$ cat src/rtl/pft_pkg.sv
// Package for the trial-division prime factorizer.
// Holds the controller state type, command/status structs and fixed field widths.
// No dependencies.
package pft_pkg;

    // Fixed widths of the transaction fields
    localparam int NUMBER_W = 32;
    localparam int FACTOR_W = 32;

    // At most this many factors are emitted per number
    localparam int MAX_RESULTS    = 32;
    localparam int RESULT_COUNT_W = $clog2(MAX_RESULTS);

    // Controller states
    typedef enum logic [2:0] {
        ST_IDLE,
        ST_CHECK,
        ST_DIVIDE,
        ST_EMIT_DIV,
        ST_EMIT_LAST
    } state_t;

    // Controller to datapath commands
    typedef struct packed {
        logic load;       // capture a new number, restart the search
        logic start_div;  // launch a remainder computation
        logic inc_div;    // step to the next trial divisor
        logic emit_div;   // send the trial divisor as a non-final factor
        logic emit_last;  // send the remaining quotient as the final factor
    } cmd_t;

    // Datapath to controller status
    typedef struct packed {
        logic sq_gt_q;    // divisor squared exceeds remaining quotient
        logic div_done;   // remainder computation finished this cycle
        logic rem_zero;   // divisor divides the quotient
        logic at_cap;     // one result slot left
        logic out_free;   // output register can take a result
    } sts_t;

endpackage

$ cat src/rtl/pft_divider.sv
// Iterative restoring divider, one quotient bit per cycle.
// Used by the datapath to test a trial divisor and produce the reduced quotient.
// Depends on nothing.
module pft_divider #(
    parameter int WIDTH     = 32,
    parameter int DIV_WIDTH = 17
) (
    input  logic                 clk,
    input  logic                 rst_n,
    input  logic                 start,
    input  logic [WIDTH-1:0]     dividend,
    input  logic [DIV_WIDTH-1:0] divisor,
    output logic                 done,
    output logic [WIDTH-1:0]     quotient,
    output logic                 rem_zero
);

    localparam int CNT_W = $clog2(WIDTH + 1);

    logic                 run_reg, run_next;
    logic                 done_reg, done_next;
    logic [CNT_W-1:0]     cnt_reg, cnt_next;
    logic [WIDTH-1:0]     quo_reg, quo_next;
    logic [DIV_WIDTH-1:0] rem_reg, rem_next;

    logic [DIV_WIDTH:0]   rem_shift;
    logic [DIV_WIDTH:0]   diff;

    // One restoring step: shift in next dividend bit, subtract if it fits
    always_comb
    begin
        rem_shift = {rem_reg, quo_reg[WIDTH-1]};
        diff      = rem_shift - {1'b0, divisor};
        run_next  = run_reg;
        cnt_next  = cnt_reg;
        quo_next  = quo_reg;
        rem_next  = rem_reg;
        done_next = 1'b0;
        if (start)
        begin
            run_next = 1'b1;
            cnt_next = CNT_W'(WIDTH);
            quo_next = dividend;
            rem_next = '0;
        end
        else if (run_reg)
        begin
            cnt_next = cnt_reg - 1'b1;
            if (rem_shift >= {1'b0, divisor})
            begin
                rem_next = diff[DIV_WIDTH-1:0];
                quo_next = {quo_reg[WIDTH-2:0], 1'b1};
            end
            else
            begin
                rem_next = rem_shift[DIV_WIDTH-1:0];
                quo_next = {quo_reg[WIDTH-2:0], 1'b0};
            end
            if (cnt_reg == CNT_W'(1))
            begin
                run_next  = 1'b0;
                done_next = 1'b1;
            end
        end
    end

    // Control state
    always_ff @(posedge clk or negedge rst_n)
    begin
        if (!rst_n)
        begin
            run_reg  <= 1'b0;
            done_reg <= 1'b0;
            cnt_reg  <= '0;
        end
        else
        begin
            run_reg  <= run_next;
            done_reg <= done_next;
            cnt_reg  <= cnt_next;
        end
    end

    // Working registers
    always_ff @(posedge clk)
    begin
        quo_reg <= quo_next;
        rem_reg <= rem_next;
    end

    assign done     = done_reg;
    assign quotient = quo_reg;
    assign rem_zero = (rem_reg == '0);

endmodule

$ cat src/rtl/pft_datapath.sv
// Datapath of the factorizer: quotient, trial divisor, divisor square, result
// count, output register and the iterative divider.
// Depends on pft_pkg and pft_divider.
module pft_datapath
    import pft_pkg::*;
#(
    parameter int VALUE_WIDTH = 32
) (
    input  logic                clk,
    input  logic                rst_n,
    input  cmd_t                cmd,
    output sts_t                sts,
    input  logic [NUMBER_W-1:0] number,
    output logic [FACTOR_W-1:0] factor,
    output logic                last,
    output logic                factor_valid,
    input  logic                factor_stall
);

    // Divisor never needs more than half the value width plus margin
    localparam int DIV_W = (VALUE_WIDTH + 1) / 2 + 1;
    localparam int SQ_W  = 2 * DIV_W;

    logic [VALUE_WIDTH-1:0]    q_reg, q_next;
    logic [DIV_W-1:0]          d_reg, d_next;
    logic [SQ_W-1:0]           sq_reg, sq_next;
    logic [RESULT_COUNT_W-1:0] n_reg, n_next;
    logic [FACTOR_W-1:0]       factor_reg, factor_next;
    logic                      last_reg, last_next;
    logic                      valid_reg, valid_next;

    logic                      div_done;
    logic                      div_rem_zero;
    logic [VALUE_WIDTH-1:0]    div_quotient;

    pft_divider #(
        .WIDTH     (VALUE_WIDTH),
        .DIV_WIDTH (DIV_W)
    ) u_divider (
        .clk      (clk),
        .rst_n    (rst_n),
        .start    (cmd.start_div),
        .dividend (q_reg),
        .divisor  (d_reg),
        .done     (div_done),
        .quotient (div_quotient),
        .rem_zero (div_rem_zero)
    );

    // Search registers; square tracked incrementally: (d+1)^2 = d^2 + 2d + 1
    always_comb
    begin
        q_next  = q_reg;
        d_next  = d_reg;
        sq_next = sq_reg;
        n_next  = n_reg;
        if (cmd.load)
        begin
            q_next  = VALUE_WIDTH'(number);
            d_next  = DIV_W'(2);
            sq_next = SQ_W'(4);
            n_next  = '0;
        end
        else if (cmd.inc_div)
        begin
            d_next  = d_reg + 1'b1;
            sq_next = sq_reg + SQ_W'({d_reg, 1'b1});
        end
        else if (cmd.emit_div)
        begin
            q_next = div_quotient;
            n_next = n_reg + 1'b1;
        end
    end

    always_ff @(posedge clk)
    begin
        q_reg  <= q_next;
        d_reg  <= d_next;
        sq_reg <= sq_next;
        n_reg  <= n_next;
    end

    // Output register
    always_comb
    begin
        factor_next = factor_reg;
        last_next   = last_reg;
        valid_next  = valid_reg && factor_stall;
        if (cmd.emit_div)
        begin
            factor_next = FACTOR_W'(d_reg);
            last_next   = 1'b0;
            valid_next  = 1'b1;
        end
        else if (cmd.emit_last)
        begin
            factor_next = FACTOR_W'(q_reg);
            last_next   = 1'b1;
            valid_next  = 1'b1;
        end
    end

    always_ff @(posedge clk or negedge rst_n)
    begin
        if (!rst_n)
            valid_reg <= 1'b0;
        else
            valid_reg <= valid_next;
    end

    always_ff @(posedge clk)
    begin
        factor_reg <= factor_next;
        last_reg   <= last_next;
    end

    // Status back to the controller
    always_comb
    begin
        sts.sq_gt_q  = (sq_reg > SQ_W'(q_reg));
        sts.div_done = div_done;
        sts.rem_zero = div_rem_zero;
        sts.at_cap   = (n_reg == RESULT_COUNT_W'(MAX_RESULTS - 1));
        sts.out_free = !valid_reg || !factor_stall;
    end

    assign factor       = factor_reg;
    assign last         = last_reg;
    assign factor_valid = valid_reg;

endmodule

$ cat src/rtl/pft_controller.sv
// Controller state machine of the factorizer.
// Sequences load, divisor test, factor emission and final emission.
// Depends on pft_pkg.
module pft_controller
    import pft_pkg::*;
(
    input  logic clk,
    input  logic rst_n,
    input  logic number_valid,
    output logic number_stall,
    input  sts_t sts,
    output cmd_t cmd
);

    state_t state_reg, state_next;

    always_ff @(posedge clk or negedge rst_n)
    begin
        if (!rst_n)
            state_reg <= ST_IDLE;
        else
            state_reg <= state_next;
    end

    // Next state
    always_comb
    begin
        state_next = state_reg;
        unique case (state_reg)
            ST_IDLE:
                if (number_valid)
                    state_next = ST_CHECK;
            ST_CHECK:
                if (sts.sq_gt_q)
                    state_next = ST_EMIT_LAST;
                else
                    state_next = ST_DIVIDE;
            ST_DIVIDE:
                if (sts.div_done)
                begin
                    priority if (!sts.rem_zero)
                        state_next = ST_CHECK;
                    else if (sts.at_cap)
                        state_next = ST_EMIT_LAST;
                    else
                        state_next = ST_EMIT_DIV;
                end
            ST_EMIT_DIV:
                if (sts.out_free)
                    state_next = ST_CHECK;
            ST_EMIT_LAST:
                if (sts.out_free)
                    state_next = ST_IDLE;
            default:
                state_next = ST_IDLE;
        endcase
    end

    // Outputs
    always_comb
    begin
        cmd          = '0;
        number_stall = 1'b1;
        unique case (state_reg)
            ST_IDLE:
            begin
                number_stall = 1'b0;
                cmd.load     = number_valid;
            end
            ST_CHECK:
                cmd.start_div = !sts.sq_gt_q;
            ST_DIVIDE:
                cmd.inc_div = sts.div_done && !sts.rem_zero;
            ST_EMIT_DIV:
                cmd.emit_div = sts.out_free;
            ST_EMIT_LAST:
                cmd.emit_last = sts.out_free;
            default:
                cmd = '0;
        endcase
    end

endmodule

$ cat src/rtl/prime_factorizer_trial_division.sv
// Top level of the trial-division prime factorizer.
// Depends on pft_pkg, pft_controller and pft_datapath.
//
//   Input channel: number with number_valid / number_stall. One number is
//   accepted while the block is idle; number_stall stays high while a number
//   is being factored.
//   Output channel: factor and last with factor_valid / factor_stall. Prime
//   factors come smallest first, one per transaction, last set on the final
//   one. Inputs 0 and 1 give a single transaction carrying the input.
//   Sequence: each trial divisor passes through a check, the divider steps and
//   the divider's done; one that divides is also emitted. The final factor is
//   sent after the last check, so inputs 0 to 3 need a single check. A prime
//   near 2^32 runs 65534 trials. One number is in flight at a time; the final
//   factor sits in an output register, so the next number can be accepted
//   while it waits.
//   Stall: a stalled output holds its transaction; the search pauses at the
//   next factor until the output register frees up.
//   Reset: rst_n is asynchronous, active low; comes up idle, no output pending.
module prime_factorizer_trial_division
    import pft_pkg::*;
#(
    parameter int VALUE_WIDTH = 32
) (
    input  logic                clk,
    input  logic                rst_n,
    input  logic [NUMBER_W-1:0] number,
    input  logic                number_valid,
    output logic                number_stall,
    output logic [FACTOR_W-1:0] factor,
    output logic                last,
    output logic                factor_valid,
    input  logic                factor_stall
);

    cmd_t cmd;
    sts_t sts;

    pft_controller u_controller (
        .clk          (clk),
        .rst_n        (rst_n),
        .number_valid (number_valid),
        .number_stall (number_stall),
        .sts          (sts),
        .cmd          (cmd)
    );

    pft_datapath #(
        .VALUE_WIDTH (VALUE_WIDTH)
    ) u_datapath (
        .clk          (clk),
        .rst_n        (rst_n),
        .cmd          (cmd),
        .sts          (sts),
        .number       (number),
        .factor       (factor),
        .last         (last),
        .factor_valid (factor_valid),
        .factor_stall (factor_stall)
    );

endmodule

$ cat config.mk
export PLATFORM = sky130hd
export DESIGN_NAME = prime_factorizer_trial_division
export DESIGN_NICKNAME = d
export VERILOG_FILES = /design/src/rtl/pft_pkg.sv /design/src/rtl/pft_divider.sv /design/src/rtl/pft_datapath.sv /design/src/rtl/pft_controller.sv /design/src/rtl/prime_factorizer_trial_division.sv
export SDC_FILE = /design/constraint.sdc
export NUM_CORES = 1
export LEC_CHECK = 0
export ABC_AREA = 1
export ABC_CLOCK_PERIOD_IN_PS = 3700
export BUFFER_PORTS_ARGS = -buffer_cell sky130_fd_sc_hd__buf_4
export CORE_MARGIN = 10
export CORE_UTILIZATION = 55
export DETAILED_ROUTE_END_ITERATION = 8
export PLACE_DENSITY = 0.73
export RECOVER_POWER = 100
export SLEW_MARGIN = 20
export SYNTH_ARGS = -nofsm -noshare
export SYNTH_HDL_FRONTEND = slang
export SYNTH_HIERARCHICAL = 1
export SYNTH_SLANG_ARGS = --single-unit
$ cat constraint.sdc
create_clock -name clk -period 3.7 [get_ports clk]
set_input_delay 0.555 -clock clk [delete_from_list [all_inputs] [get_ports clk]]
set_output_delay 0.555 -clock clk [all_outputs]
set_load 0.005 [all_outputs]
Word-level counts from Yosys, hierarchy flattened
Cells that the tools add are included.
W data, S select, Z words.
{ "totals": {"regBits": 182, "in_bits": 36, "output_inout_bits": 35, "wordCells": 81} }
{ "classes": {"n_addsub": 5, "magnitude_cmp": 2, "eq_ne": 11, "muxes": 33, "bitwise": 1, "n_reduce_logical": 15} }
{ "op_table": {"columns": ["op", "count"], "rows": [
  ["$mux W32", 5],
  ["$mux W17", 3],
  ["$add A34 B18 Y34", 1],
  ["$gt A34 B32 Y1", 1],
  ["$mux W3", 7],
  ["$ge A18 B17 Y1", 1],
  ["$add A17 B1 Y17 const B", 1],
  ["$logic_not A17 Y1", 1],
  ["$sub A17 B17 Y17", 1],
  ["$mux W1", 15],
  ["$pmux W3 S5", 1],
  ["$mux W6", 2],
  ["$ne A2 B1 Y1 const B", 4],
  ["$eq A3 B2 Y1 const B", 2],
  ["$eq A6 B1 Y1 const B", 1],
  ["$reduce_bool A2 Y1", 3],
  ["$sub A6 B1 Y6 const B", 1],
  ["$add A5 B1 Y5 const B", 1],
  ["$eq A5 B5 Y1 const B", 1],
  ["$logic_not A1 Y1", 4],
  ["$reduce_and A2 Y1", 2],
  ["$reduce_and A4 Y1", 1],
  ["$eq A3 B1 Y1 const B", 1],
  ["$eq A3 B3 Y1 const B", 1],
  ["other kinds (5)", 6]
]} }

Longest topological paths before layout
{ "depth": {"ltp_word": 6, "mapped_depth": 21, "ltp_nobuf": 20} }

Hierarchy
The synthesis kept the hierarchy.
{ "modules_own_cells": {"columns": ["mod", "instances", "cells_each", "area_per_inst_um2", "seq_area_each_um2"], "rows": [
  ["pft_datapath", 1, 1036, 7380.8, 2937.8],
  ["pft_divider", 1, 532, 3754.9, 1501.4],
  ["pft_controller", 1, 50, 301.5, 75.1]
]} }

Worst setup path before layout
OpenSTA, ideal clock, no wires.
{ "synth_path": {"path_type": "register to register", "startpoint": "register u_datapath.q_reg[25]", "endpoint": "register u_datapath.u_divider.quo_reg[0] (netlist: u_datapath/u_divider/quotient[0]), enable pin", "setup_time_ns": 0.540, "t_arrival_ns": 2.457, "required_time_ns": 3.160, "slack_ns": 0.703, "stages_incl_launch_ff": 17, "path_buffers": 1, "period_less_slack_ns": 2.997, "path_cell_list": "edfxtp_1 -> inv_1 -> ha_1 -> nand2_1 -> nor2_1 -> nand2_1 -> nor2_1 -> o2111ai_1 -> nand3_1 -> nand2_1 -> inv_1 -> nor2_1 -> nand2_2 -> inv_1 -> clkbuf_1 -> nor2_1 -> clkinv_1"} }
{ "synth_lines": {"columns": ["element", "line", "source"], "rows": [
  ["from (decl)", "pft_datapath.sv:24", "logic [VALUE_WIDTH-1:0] q_reg, q_next;"],
  ["from (signal assigned)", "pft_datapath.sv:78", "q_reg <= q_next;"],
  ["to (signal assigned)", "pft_divider.sv:87", "quo_reg <= quo_next;"],
  ["to (decl)", "pft_divider.sv:23", "logic [WIDTH-1:0] quo_reg, quo_next;"]
]} }

==> summary.md <==
| Metric | Value |
|---|---|
| Clock latency on the worst-skew pair | `0.44 ns` |
| Top-count cell post-synth | `nand2_1` |
| Slew Limit Fails | `0` |
| Crit path max fanout | `32` |
| Worst VDD drop | `0.2238 mV` |
| Crit path time final | `3.155 ns` |
| Leading area contributor after synthesis | `edfxtp_1` |
| Cell Pwr Density | `318.7 nW/um^2` |
| CP Capture Type | `register` |
| Share of async-settable or async-resettable flops after synthesis | `0.06593` |
| Min-Delay Startpoint | `number[24]` |
| Startpoint types | `register` |
| Initial antenna violation count | `0` |
| Synth unique cells | `46` |
| Worst-Margin Slew | `1.395 ns` |
| Layout cells sized above 1 | `0.09397` |
| Synth cell count leaders | `nand2_1, inv_1, nor2_1` |
| Worst-path clk slew | `0.08 ns` |
| Vias per cell | `5.260` |
| Vias | `10,320` |
| CP delay by family, top | `buffers and inverters` |
| Mean Syn Cell Area | `7.069 sq um` |
| Post-CTS Setup Inserts | `0` |
| H-tree levels | `4` |
| NumNets Final | `1,788` |
| Number of flops mapped to enable cells by yosys | `81` |
| Horiz. Die Dim | `164.2 um` |
| Total CTS buffers | `17` |
| Reg-to-Reg Start | `u_datapath/factor_valid$_DFF_PN0_` |
| P_leak | `6.472 nW` |
| Hold endpoint | `u_datapath/q_reg[24]$_DFFE_PP_` |
| Fillers | `1,895` |
| Max Cap Viol | `0` |
| Skew final | `0.01536 ns` |
| Initial Util | `0.5616` |
| Routed Wire Length | `30,370 um` |
| Final setup viols | `0` |
| Max FFs per register | `34` |
| Hold depth | `3` |
| Status | `finished, final reports clean` |
| Synth warnings | `6` |
| Layout area overhead | `11.44%` |
| Max-slew headroom | `0.07010` |
| Post-DP HPWL | `22,710 um` |
| Main area contributors after synthesis | `edfxtp_1, nand2_1, dfxtp_1` |
| # IOs | `71` |
| Drt pass-1 iters | `5` |
| Diodes inserted | `0` |
| Slowest stage delay, CP | `1.04 ns` |
| Critical setup path kind | `reg -> reg` |
| Reg2reg end | `u_datapath/factor[13]$_DFFE_PP_` |
| Worst hold path type | `in -> reg` |
| Number of global-route vias before repair | `9,827` |
| Pin count of the biggest net entering global routing | `65` |
| Req. time, crit path | `3.77 ns` |
| Synth Cell Area | `11,440 sq um` |
| GRT Overall Usage | `0.2279` |
| Pwr Total | `4.062 mW` |
| Placeable Area | `20,360 sq um` |
| Post-DR wirelength/cell | `15.48 um` |
| Global-route wire length before repair | `49,300 um` |
| # rows | `52` |
| Crit path cell chain | `nand2_1 > inv_1 > nor4_1 > clkbuf_1 > inv_1 > nand2_1` |
| Chip height | `164.2 um` |
| Worst EP arrival | `3.22 ns` |
| PortBufs | `70` |
| GPL Wtd Cong | `0.9313` |
| Number of routed nets with antenna violations | `0` |
| Post-cts sizing count | `0` |
| Clock tree sinks | `182` |
| CTS tree | `done` |
| Mapped Cells | `1,618` |
| RSZ-0062 raised after global routing | `no` |
| Post-synthesis sequential area ratio | `0.3947` |
| Critical path buffer and inverter count | `3` |
| Reg2Reg Depth | `6` |
| R2r setup slk | `0.54 ns` |
| Flops & latches, synth | `182` |
| Max Root-Sink Buffers | `2` |
| Root Buffer | `clkbuf_16` |
| Drc violations | `0` |
| Post-Route Setup TNS | `0 ns` |
| Peak Freq | `316.9 MHz` |
| Die Area | `26,960 sq um` |
| CP max stage cell | `clkbuf_1` |
| Post-synth top area share | `0.2127` |
| DR iter-0 viols | `931` |
| Grt total ovfl | `0` |
| Main synth FF type | `dfxtp_1` |
| Hold Fails Final Rpt | `0` |
| Final Cycle Share | `0.8528` |
| Syn Nets | `1,727` |
-- cell type report --
class	instances	area, sq um	area share
well taps	270	337.8	0.02650
clock inverters	15	178.9	0.01404
multi-input cells	1160	5828	0.4572
inverters	230	863.3	0.06773
flip-flops and latches	182	4514	0.3542
repair buffers	88	598.1	0.04692
clock buffers	17	425.4	0.03338
-- tightest hold or removal path: cells and delay by family --
family | cells | cell delay, ns
buffers and inverters | 1 | 0.08
and+or+nand+nor | 2 | 0.09
-- cells in the final DEF, fill, tap and decap left out, types with 2 or more instances in the layout --
cell       count
clkinv_4       2
nor3_2         3
o21bai_1       3
nand2_1      567
inv_1        221
clkbuf_1      16
nor4_2         2
o21a_1         4
dfrtp_1       12
nand3_1      100
nor2_4         7
a21o_1         2
edfxtp_1      81
inv_2          7
clkinv_1       3
dfxtp_1       89
nand4_1       14
fa_1           2
o21ai_0       78
clkinv_8       2
xnor2_1        6
nand3b_1       9
xor2_1        11
clkbuf_16     17
nor2_2        12
buf_4         46
nor4_1         6
nand3_2       10
nand2_2       11
inv_8          7
nor3_1        14
nor2_1       133
and2_1         5
clkbuf_2       2
clkbuf_4      23
ha_1          71
a21oi_1       79
-- worst max-delay path by stage --
stage	start	endpoint	slack, ns	depth (start not counted)
6_report	u_datapath/factor_valid$_DFF_PN0_	u_datapath/factor[13]$_DFFE_PP_	0.54	6
2_1_floorplan	u_datapath/q_reg[25]$_DFFE_PP_	u_datapath/u_divider/quotient[0]$_DFFE_PP_	0.70	16
3_5_place_dp	u_datapath/q_reg[5]$_DFFE_PP_	u_datapath/u_divider/quotient[23]$_DFFE_PP_	0.80	14
4_1_cts	u_datapath/q_reg[5]$_DFFE_PP_	u_datapath/u_divider/quotient[25]$_DFFE_PP_	0.78	14
5_1_grt	u_datapath/q_reg[13]$_DFFE_PP_	u_datapath/u_divider/quotient[25]$_DFFE_PP_	0.21	18
3_3_place_gp	u_datapath/q_reg[5]$_DFFE_PP_	u_datapath/u_divider/quotient[21]$_DFFE_PP_	0.87	14
-- repair_timing --
action                     CTS  global route
hold endpoints to repair    12             0
setup endpoints to repair    0             0
hold buffers                 1             0
-- routing by layer --
metal	vias to the layer above	global-route usage	wire length [um]
met4	0	0.08205	744
met3	45	0.03379	1531
met2	302	0.3936	14790
li1	5264	-	-
met1	4709	0.2825	13310
met5	-	0	0
-- power by group --
part	switching [mW]	internal [mW]
Clock	0.905	0.973
Sequential	0.00670	2.08
Combinational	0.0480	0.0452
-- metrics by stage --
step / hold slack, ns / setup WS, ns / util / instances / area, sq um
2_1_floorplan: 0.2594 / 0.7030 / - / 1618 / 11440
5_1_grt: 0.3813 / 0.2104 / 0.6259 / 1962 / 12750
4_1_cts: 0.3654 / 0.7768 / 0.6305 / 1962 / 12840
3_5_place_dp: 0.3996 / 0.8017 / 0.6003 / 1929 / 12230
6_report: 0.3746 / 0.5448 / 0.6259 / 1962 / 12750
3_3_place_gp: 0.3964 / 0.8683 / 0.6003 / 1929 / 12230
-- cells by family (layout without fill, tap and decap cells) --
group,count (synthesis),in the layout,share of synthesized area
simple gates,897,897,0.3350
compound gates,173,173,0.07975
xor+xnor,17,17,0.01302
flops,182,182,0.3947
fa+ha+maj,73,73,0.08117
buf+inv,276,350,0.09638
Note: power is estimated with default switching activity, not from simulation.
